## config.mk

```make
export PLATFORM = sky130hd
export DESIGN_NAME = depth_frame_obstacle_steering_core
export DESIGN_NICKNAME = d
export VERILOG_FILES = /design/src/dfos_pkg.sv /design/src/depth_frame_obstacle_steering_core.sv /design/src/dfos_stats.sv
export SDC_FILE = /design/constraint.sdc
export NUM_CORES = 1
export LEC_CHECK = 0
export BUFFER_PORTS_ARGS = -buffer_cell sky130_fd_sc_hd__buf_2
export CORE_MARGIN = 8
export CORE_UTILIZATION = 53
export CTS_CLUSTER_SIZE = 8
export DETAILED_ROUTE_END_ITERATION = 8
export PLACE_DENSITY = 0.73
export REMOVE_ABC_BUFFERS = 1
export SETUP_SLACK_MARGIN = 0.02
export SLEW_MARGIN = 15
export SYNTH_ARGS = -nofsm -noshare
export SYNTH_HDL_FRONTEND = slang
export SYNTH_SLANG_ARGS = --single-unit
export TNS_END_PERCENT = 10
```

## constraint.sdc

```tcl
create_clock -name clk_i -period 6.34 [get_ports clk_i]
set_input_delay 0 -clock clk_i [delete_from_list [all_inputs] [get_ports clk_i]]
set_output_delay 0 -clock clk_i [all_outputs]
set_load 0.01 [all_outputs]
```

## src/dfos_pkg.sv

```systemverilog
// shared types and constants of the depth frame obstacle steering block
`timescale 1ns / 1ps

package dfos_pkg;

  // frame geometry
  localparam int FRAME_WIDTH  = 64;
  localparam int FRAME_HEIGHT = 64;

  localparam int COL_W = (FRAME_WIDTH > 1) ? $clog2(FRAME_WIDTH) : 1;
  localparam int ROW_W = (FRAME_HEIGHT > 1) ? $clog2(FRAME_HEIGHT) : 1;

  localparam int HALF_COLS   = FRAME_WIDTH / 2;
  localparam int FRONT_COLS  = FRAME_WIDTH / 4;
  localparam int FRONT_START = (FRAME_WIDTH - FRONT_COLS) / 2;
  localparam int FRONT_END   = FRONT_START + FRONT_COLS;
  localparam int FRONT_ROW   = FRAME_HEIGHT / 2;

  // field widths
  localparam int DEPTH_W = 16;
  localparam int TALLY_W = 12;
  localparam int COUNT_W = 13;
  localparam int TDATA_IN_W  = 16;
  localparam int TDATA_OUT_W = 56;

  // configuration port
  localparam int CFG_IDX_W  = 2;
  localparam int CFG_DATA_W = 16;
  localparam logic [CFG_IDX_W-1:0] REG_ENABLE = 2'd0;
  localparam logic [CFG_IDX_W-1:0] REG_SAFETY = 2'd1;

  localparam logic [DEPTH_W-1:0] SAFETY_RESET = 16'd1000;
  localparam logic [DEPTH_W-1:0] DEPTH_NONE   = 16'hFFFF;

  typedef enum logic [1:0] {
    CMD_FORWARD = 2'd0,
    CMD_LEFT    = 2'd1,
    CMD_RIGHT   = 2'd2
  } dfos_cmd_e;

  // one result item
  typedef struct packed {
    logic               occupied;
    logic               frame_done;
    dfos_cmd_e          command;
    logic [COUNT_W-1:0] obstacle_count;
    logic [TALLY_W-1:0] left_count;
    logic [TALLY_W-1:0] right_count;
    logic [DEPTH_W-1:0] min_depth_mm;
  } dfos_result_t;

endpackage

```

## src/depth_frame_obstacle_steering_core.sv

```systemverilog
// top level: stream ports, configuration registers and output buffering
`timescale 1ns / 1ps

// a result is registered in the output register, or in the skid entry on a stall
// throughput: one pixel per cycle while results are taken; during an output stall one
//   more pixel goes to the skid entry, then s_axis_tready drops until it drains
// reset: raster position at the frame origin, statistics cleared, minimum 65535,
//   enable 1, safety distance 1000 mm, tie preference cleared (first tie turns right),
//   no results held

module depth_frame_obstacle_steering_core
  import dfos_pkg::*;
(
  input  logic                   clk_i,
  input  logic                   rst_ni,
  // pixel stream in
  input  logic                   s_axis_tvalid,
  output logic                   s_axis_tready,
  input  logic [TDATA_IN_W-1:0]  s_axis_tdata,   // [15:0] depth_mm
  input  logic                   s_axis_tuser,   // [0] depth_invalid
  // result stream out
  output logic                   m_axis_tvalid,
  input  logic                   m_axis_tready,
  // [0] occupied, [2:1] command, [15:3] obstacle_count, [27:16] left_count,
  // [39:28] right_count, [55:40] min_depth_mm
  output logic [TDATA_OUT_W-1:0] m_axis_tdata,
  output logic                   m_axis_tlast,   // frame_done
  // configuration writes
  input  logic                   cfg_valid_i,
  output logic                   cfg_ready_o,
  input  logic [CFG_IDX_W-1:0]   cfg_index_i,
  input  logic [CFG_DATA_W-1:0]  cfg_data_i
);

  logic               enable_q;
  logic [DEPTH_W-1:0] safety_q;
  logic               in_xfer;
  logic               out_xfer;
  dfos_result_t       res;

  // output register and skid entry
  logic               out_valid_q, out_valid_d;
  logic               skid_valid_q, skid_valid_d;
  dfos_result_t       out_q, out_d;
  dfos_result_t       skid_q, skid_d;

  // configuration: always ready, unknown indexes dropped
  assign cfg_ready_o = 1'b1;

  always_ff @(posedge clk_i or negedge rst_ni) begin
    if (!rst_ni) begin
      enable_q <= 1'b1;
      safety_q <= SAFETY_RESET;
    end else if (cfg_valid_i) begin
      if (cfg_index_i == REG_ENABLE) begin
        enable_q <= cfg_data_i[0];
      end else if (cfg_index_i == REG_SAFETY) begin
        safety_q <= cfg_data_i[DEPTH_W-1:0];
      end
    end
  end

  // input is taken whenever the skid entry is free
  assign s_axis_tready = !skid_valid_q;
  assign in_xfer       = s_axis_tvalid && s_axis_tready;
  assign out_xfer      = out_valid_q && m_axis_tready;

  dfos_stats u_stats (
    .clk_i           (clk_i),
    .rst_ni          (rst_ni),
    .accept_i        (in_xfer),
    .depth_mm_i      (s_axis_tdata[DEPTH_W-1:0]),
    .depth_invalid_i (s_axis_tuser),
    .enable_i        (enable_q),
    .safety_mm_i     (safety_q),
    .res_o           (res)
  );

  always_comb begin
    out_valid_d  = out_valid_q;
    skid_valid_d = skid_valid_q;
    out_d        = out_q;
    skid_d       = skid_q;
    if (skid_valid_q) begin
      // input is stalled; drain the skid entry into the output register
      if (out_xfer) begin
        out_d        = skid_q;
        skid_valid_d = 1'b0;
      end
    end else if (in_xfer) begin
      if (!out_valid_q || out_xfer) begin
        out_d       = res;
        out_valid_d = 1'b1;
      end else begin
        skid_d       = res;
        skid_valid_d = 1'b1;
      end
    end else if (out_xfer) begin
      out_valid_d = 1'b0;
    end
  end

  always_ff @(posedge clk_i or negedge rst_ni) begin
    if (!rst_ni) begin
      out_valid_q  <= 1'b0;
      skid_valid_q <= 1'b0;
    end else begin
      out_valid_q  <= out_valid_d;
      skid_valid_q <= skid_valid_d;
    end
  end

  always_ff @(posedge clk_i) begin
    out_q  <= out_d;
    skid_q <= skid_d;
  end

  assign m_axis_tvalid = out_valid_q;
  assign m_axis_tlast  = out_q.frame_done;
  assign m_axis_tdata  = {out_q.min_depth_mm, out_q.right_count, out_q.left_count,
                          out_q.obstacle_count, out_q.command, out_q.occupied};

  a_skid_behind_output : assert property (@(posedge clk_i) disable iff (!rst_ni)
    skid_valid_q |-> out_valid_q)
    else $error("skid entry holds a result while the output register is empty");

  a_stalled_transfer_kept : assert property (@(posedge clk_i) disable iff (!rst_ni)
    (in_xfer && out_valid_q && !m_axis_tready) |=> skid_valid_q)
    else $error("pixel transfer during output stall not held in skid entry");

  a_ready_low_only_full : assert property (@(posedge clk_i) disable iff (!rst_ni)
    !s_axis_tready |-> (out_valid_q && skid_valid_q))
    else $error("input stalled while buffering has room");

endmodule

```

## src/dfos_stats.sv

```systemverilog
// per-pixel obstacle analysis, frame statistics and steering decision
`timescale 1ns / 1ps

module dfos_stats
  import dfos_pkg::*;
(
  input  logic               clk_i,
  input  logic               rst_ni,
  input  logic               accept_i,
  input  logic [DEPTH_W-1:0] depth_mm_i,
  input  logic               depth_invalid_i,
  input  logic               enable_i,
  input  logic [DEPTH_W-1:0] safety_mm_i,
  output dfos_result_t       res_o
);

  logic [COL_W-1:0]   col_q, col_d;
  logic [ROW_W-1:0]   row_q, row_d;
  logic [TALLY_W-1:0] left_q, left_d;
  logic [TALLY_W-1:0] right_q, right_d;
  logic               front_q, front_d;
  logic [DEPTH_W-1:0] near_q, near_d;
  logic               prefer_right_q, prefer_right_d;

  logic               last_pix;
  logic               first_pix;
  logic               measured;
  logic               occ;
  logic               in_left;
  logic               in_front;
  logic [TALLY_W-1:0] left_base, right_base;
  logic               front_base;
  logic [DEPTH_W-1:0] near_base;
  logic [COUNT_W-1:0] total;
  dfos_cmd_e          cmd;

  assign last_pix  = (col_q == COL_W'(FRAME_WIDTH - 1)) && (row_q == ROW_W'(FRAME_HEIGHT - 1));
  assign first_pix = (col_q == '0) && (row_q == '0);
  assign measured  = !depth_invalid_i && (depth_mm_i != '0);
  assign occ       = enable_i && measured && (depth_mm_i < safety_mm_i);
  assign in_left   = col_q < COL_W'(HALF_COLS);
  assign in_front  = (row_q >= ROW_W'(FRONT_ROW)) && (col_q >= COL_W'(FRONT_START))
                     && (col_q < COL_W'(FRONT_END));

  // the first pixel of an enabled frame starts from cleared statistics
  always_comb begin
    if (enable_i && first_pix) begin
      left_base  = '0;
      right_base = '0;
      front_base = 1'b0;
      near_base  = DEPTH_NONE;
    end else begin
      left_base  = left_q;
      right_base = right_q;
      front_base = front_q;
      near_base  = near_q;
    end
  end

  always_comb begin
    if (enable_i) begin
      left_d  = left_base + TALLY_W'(occ && in_left);
      right_d = right_base + TALLY_W'(occ && !in_left);
      front_d = front_base | (occ && in_front);
      near_d  = (measured && (depth_mm_i < near_base)) ? depth_mm_i : near_base;
    end else begin
      left_d  = left_q;
      right_d = right_q;
      front_d = front_q;
      near_d  = near_q;
    end
  end

  assign total = COUNT_W'(left_d) + COUNT_W'(right_d);

  // steering decision, evaluated on the updated tallies
  always_comb begin
    cmd            = CMD_FORWARD;
    prefer_right_d = prefer_right_q;
    if (enable_i && last_pix) begin
      priority if (total == '0) begin
        cmd = CMD_FORWARD;
      end else if (left_d > right_d) begin
        cmd = CMD_RIGHT;
      end else if (right_d > left_d) begin
        cmd = CMD_LEFT;
      end else if (front_d) begin
        prefer_right_d = !prefer_right_q;
        cmd            = prefer_right_d ? CMD_RIGHT : CMD_LEFT;
      end else begin
        cmd = CMD_FORWARD;
      end
    end
  end

  // raster position
  always_comb begin
    col_d = col_q + 1'b1;
    row_d = row_q;
    if (col_q == COL_W'(FRAME_WIDTH - 1)) begin
      col_d = '0;
      row_d = (row_q == ROW_W'(FRAME_HEIGHT - 1)) ? '0 : row_q + 1'b1;
    end
  end

  always_ff @(posedge clk_i or negedge rst_ni) begin
    if (!rst_ni) begin
      col_q          <= '0;
      row_q          <= '0;
      left_q         <= '0;
      right_q        <= '0;
      front_q        <= 1'b0;
      near_q         <= DEPTH_NONE;
      prefer_right_q <= 1'b0;
    end else if (accept_i) begin
      col_q          <= col_d;
      row_q          <= row_d;
      left_q         <= left_d;
      right_q        <= right_d;
      front_q        <= front_d;
      near_q         <= near_d;
      prefer_right_q <= prefer_right_d;
    end
  end

  always_comb begin
    res_o            = '0;
    res_o.command    = CMD_FORWARD;
    res_o.occupied   = occ;
    res_o.min_depth_mm = DEPTH_NONE;
    if (last_pix) begin
      res_o.frame_done     = 1'b1;
      res_o.command        = cmd;
      res_o.obstacle_count = total;
      res_o.left_count     = left_d;
      res_o.right_count    = right_d;
      res_o.min_depth_mm   = near_d;
    end
  end

  a_prefer_only_at_frame_end : assert property (@(posedge clk_i) disable iff (!rst_ni)
    !(accept_i && last_pix) |=> $stable(prefer_right_q))
    else $error("tie preference changed away from a frame end");

  a_occupied_needs_enable : assert property (@(posedge clk_i) disable iff (!rst_ni)
    res_o.occupied |-> enable_i)
    else $error("pixel marked occupied while analysis disabled");

  a_turn_only_at_frame_end : assert property (@(posedge clk_i) disable iff (!rst_ni)
    (res_o.command != CMD_FORWARD) |-> (res_o.frame_done && enable_i))
    else $error("turn command outside an enabled frame end");

endmodule
```

**Yosys cells after proc, flatten, opt, wreduce, memory -nomap -nowiden**

Cells that the tools add are included.

- Magnitude comparators: 8
- Reductions and logical operators: 36
- Equal/unequal tests: 5
- Bitwise gates (word level): 7
- Muxes and demuxes: 29
- Add/subtract/negate cells: 5

Operator list:

| operator | count |
|---|---|
| $mux 57 | 4 |
| $mux 56 | 1 |
| $mux 12 | 4 |
| $mux 16 | 3 |
| $lt 16x16->1 | 2 |
| $add 12x1->12 | 2 |
| $gt 12x12->1 | 2 |
| $reduce_bool 16->1 | 1 |
| $logic_and 1x1->1 | 15 |
| $add 12x12->13 | 1 |
| $logic_not 13->1 | 1 |
| $add 6x1->6 const B | 2 |
| $eq 6x6->1 const B | 2 |
| $logic_not 6->1 | 2 |
| $lt 6x6->1 const B | 2 |
| $mux 2 | 6 |
| $mux 6 | 2 |
| $reduce_and 3->1 | 4 |
| $mux 1 | 9 |
| $ge 6x5->1 const B | 1 |
| $ge 6x6->1 const B | 1 |
| $not 1->1 | 6 |
| $reduce_and 6->1 | 1 |
| $reduce_bool 2->1 | 3 |
| 8 further kinds | 13 |

- Register bits after elaboration: 187
- Output and inout bits: 60

**Longest topological paths before layout**

- Word-level depth: 16
- Depth in mapped cells: 25

**Modules after synthesis**

Synthesis repeated with hierarchy kept, for this count alone.

- Cell total of the unflattened synthesis: 826
- Area total of the unflattened synthesis: 9940.8 um2

Modules (own cells, without submodules):

| module | times used | cells an instance | sequential area each (um2) | area an instance (um2) |
|---|---|---|---|---|
| dfos_stats | 1 | 596 | 1371.3 | 5018.6 |
| depth_frame_obstacle_steering_core | 1 | 230 | 3907.5 | 4922.2 |

**Worst setup path before layout**

Ideal clock, no wire load.

- Path kind: flip-flop to flip-flop
- Start: reg safety_q[3]
- End: reg out_q, in the netlist m_axis_tdata[1] (data pin)
- Setup time: 260 ps
- Cell stages (with the launch flop): 24
- Period minus slack after synthesis: 5438 ps
- Arrival: 5178 ps
- Setup slack: 902 ps
- Buffers on the path: 1
- Cell sequence: dfstp_2 -> inv_1 -> ha_1 -> o21ai_0 -> nand2b_1 -> nand4b_1 -> a2111oi_0 -> nor3_1 -> and2_1 -> ha_1 -> and3_1 -> and3_1 -> xnor2_1 -> inv_1 -> ha_1 -> buf_6 -> o21a_1 -> o21a_1 -> o22ai_2 -> a211o_2 -> or4b_4 -> a2111oi_4 -> nor3_2 -> mux2_4

RTL lines:

| what | line | text |
|---|---|---|
| start, declared | depth_frame_obstacle_steering_core.sv:36 | `logic [DEPTH_W-1:0] safety_q;` |
| start signal, assigned | depth_frame_obstacle_steering_core.sv:58 | `safety_q <= cfg_data_i[DEPTH_W-1:0];` |
| end signal, assigned | depth_frame_obstacle_steering_core.sv:114 | `out_q <= out_d;` |
| end, declared | depth_frame_obstacle_steering_core.sv:44 | `dfos_result_t out_q, out_d;` |

==> impl_metrics.json <==
{
  "outcome": "complete, no violations",
  "via_count": 7444,
  "gp_congestion": 0.843,
  "htreeDepth": 4,
  "drv_slew": 0,
  "route.detailed.drc": 0,
  "yosys.area.top_type_share_pct": 34.0,
  "gr-total-overflow": 0,
  "die-area_mm2": 0.0236,
  "fmax_mhz": 173,
  "min-delay-start": "s_axis_tuser",
  "synth_area_per_cell_um2": 10.3,
  "netlist_instances": 980,
  "postCtsSetupBuffers": 0,
  "yosys_warnings": 0,
  "max-vdd-ir-drop_mv": 0.199,
  "relSlewSlack_pct": 35.1,
  "syn-cell-area_mm2": 0.0101,
  "grt_max_degree": 74,
  "wirelength_um": 23300,
  "insertion_delay_ns": 0.43,
  "routed_via_density": 5.51,
  "maxCapViolations": 0,
  "powerDensity_mw_per_mm2": 358,
  "post-synth-top-area-cell": "edfxtp_1",
  "setup_viol": 0,
  "fin_total_pwr_mw": 4.20,
  "ios": 100,
  "startpoint": "safety_q[7]$_DFFE_PN1P_",
  "synthToLayoutAreaGrowth_pct": 16.6,
  "place_hpwl_um": 15800,
  "seq_area_frac_synth_pct": 52.5,
  "hp-class": "in -> reg",
  "clock-sinks": 187,
  "rsz0062_at_grt": "no",
  "core_area_mm2": 0.0186,
  "crit_buf_inv": 3,
  "grt_use_total_pct": 20.4,
  "holdPathEnd": "skid_q[56]$_DFFE_PP_",
  "initial_core_util_pct": 54.0,
  "synthTopCellsByArea": "edfxtp_1 (34%), dfrtp_1 (12%), ha_1 (8.0%), dfstp_2 (6.0%), nor2_1 (5.7%)",
  "drt_iter0_drc": 502,
  "routedWlPerCell_um": 17.3,
  "utilization_pct": 62.9,
  "clkTransAtPathRegs_ns": 0.07,
  "fillers": 1482,
  "crit_family": "compound AO/OA/AOI/OAI gates",
  "die_w_um": 154,
  "grt_pass1_vias": 7512,
  "synthDistinctLibCells": 70,
  "crit_top_cell": "ha_1",
  "firstDrtPassIters": 5,
  "antenna_found_initial": 0,
  "fin_crit_ns": 5.79,
  "start_kind": "flop",
  "hold_violations": 0,
  "cts.path.max_buffers": 2,
  "crit_type": "reg -> reg",
  "fin_setup_tns_ns": 0,
  "finalClockSkew_ns": 0.0121,
  "drive_gt1_share_pct": 18.7,
  "clockRootBuffer": "clkbuf_16",
  "cp.arrival_ns": 5.97,
  "ant_nets": 0,
  "die_h_um": 154,
  "synth-seq-cells": 187,
  "diodes": 0,
  "required_ns": 6.52,
  "numCtsBuffers": 17,
  "endpoint_kind": "flop",
  "reg2reg_from": "safety_q[7]$_DFFE_PN1P_",
  "worstPathMaxFanout": 5,
  "path_cells": "inv_1, ha_1, a211o_1, a21oi_1, a2111oi_0, buf_4, nor4_1, ha_1, ha_1, nand2_1, and3_1, nor2_1, inv_1, ha_1, or2_2, o221ai_1, a21oi_1, a311oi_2, xor2_1, a2111oi_4, nor3_2, mux2_4",
  "r2r_setup_slack_ns": 0.55,
  "tritoncts": "built",
  "post-route-period-util_pct": 91.3,
  "leakagePower_nw": 4.92,
  "whs_path_depth": 4,
  "portBuffers": 98,
  "reg2reg_depth": 22,
  "worst_pin_slew_ns": 0.973,
  "nets": 1209,
  "synthArstFlopShare_pct": 39.0,
  "reg2reg_to": "m_axis_tdata[1]$_DFFE_PP_",
  "synth_flop_cell": "edfxtp_1",
  "synth-edff-count": 114,
  "critPathSlowestCell": "dfstp_2",
  "grt_pass1_wl_um": 39000,
  "num_rows": 50,
  "max_stage_delay_ns": 0.53
}
cell usage in the layout, fill, tap and decap left out, types with 3 or more instances in the layout:
cell type	n
nor2_1	154
nand2_1	118
edfxtp_1	114
buf_2	98
ha_1	64
inv_1	56
dfrtp_1	49
o31ai_1	48
o21ai_0	42
a21oi_1	41
dlygate4sd3_1	37
xnor2_1	25
mux2_2	23
dfstp_2	23
nand3_1	19
clkbuf_16	18
nor3_1	15
nand4_1	14
buf_4	14
and2_1	11
and3_1	10
nor4_1	9
a21o_1	8
xor2_1	7
or2_2	6
o21a_1	6
nor2b_1	6
nand2b_1	5
mux2i_1	5
clkbuf_1	5
nor3b_1	4
a2111oi_0	4
o41ai_1	3
sequential cells by signal, summed over array words and instances, names as in the netlist, 6 cells and up:
register	flops
skid_q	57
m_axis_tdata	56
safety_q	16
u_stats.near_q	16
u_stats.left_q	12
u_stats.right_q	12
u_stats.col_q	6
u_stats.row_q	6
worst max path at each step:
stage                     slack (ns)  cells after the start                        end
final                           0.55                     22  m_axis_tdata[1]$_DFFE_PP_
after global routing            0.13                     22  m_axis_tdata[1]$_DFFE_PP_
after CTS                       0.62                     22  m_axis_tdata[1]$_DFFE_PP_
after detailed placement        0.63                     23  m_axis_tdata[1]$_DFFE_PP_
after global placement          0.83                     23  m_axis_tdata[1]$_DFFE_PP_
after floorplan                 0.68                      3  m_axis_tdata[0]$_DFFE_PP_
final cells by class:
type | count | area [µm²] | area share, %
Inverter | 57 | 214 | 1.82
Timing Repair Buffer | 149 | 966 | 8.23
Clock inverter | 7 | 88.8 | 0.757
Sequential cell | 187 | 5280 | 45.0
Clock buffer | 25 | 497 | 4.23
Tap cell | 234 | 293 | 2.50
Multi-Input combinational cell | 692 | 4390 | 37.4
cells in the mapped netlist (14+ instances only):
cell	count
dfrtp_1	50
nor3_1	15
xnor2_1	25
o31ai_1	48
dfstp_2	23
o21ai_0	42
nor2_1	154
mux2_2	23
nand3_1	19
a21oi_1	42
inv_1	56
clkbuf_1	28
nand4_1	14
ha_1	64
nand2_1	118
edfxtp_1	114
metrics by stage:
step                cell area, µm²  instances  worst slack [ns]  hold slack [ns]
floorplan                     9870        936             0.680           -0.296
global placement             10800       1282             0.827            0.185
detailed placement           10800       1282             0.633            0.185
CTS                          11700       1351             0.625           0.0915
global route                 11700       1351             0.127            0.123
finish                       11700       1351             0.553            0.110
tightest hold or removal path: cells and delay by family:
family	cells	cell delay, ns
AOI/OAI and AO/OA	1	0.07
buffers and inverters	1	0.09
and+or+nand+nor	2	0.21
logic make-up after synthesis:
group           after synthesis  synth area share (%)
flops                       187                  52.5
buf+inv                     101                  3.99
mux                          29                  3.22
fa+ha+maj                    65                  8.16
other cells                   1                0.0373
xor+xnor                     32                  2.79
simple gates                385                  17.2
compound gates              180                  12.1
report_power, final:
| group | switching [mW] | total (mW) | internal [mW] |
|---|---|---|---|
| clock network | 0.440 | 1.06 | 0.624 |
| logic | 0.765 | 1.26 | 0.497 |
| registers | 0.185 | 1.87 | 1.69 |
routing by layer:
metal	vias to the layer above	GRT usage, %	part of all wire, %
li1	3708	-	-
met1	3514	25.4	44
met2	197	34.8	49
met3	25	4.62	5.1
met4	0	6.02	1.9
met5	-	0	0
timing repair:
action	in CTS	in global routing
gates resized for setup	0	0
endpoints found under the setup margin	0	0
endpoints found under the hold margin	95	0
hold buffers	37	0
(Power assumes the default switching activity.)
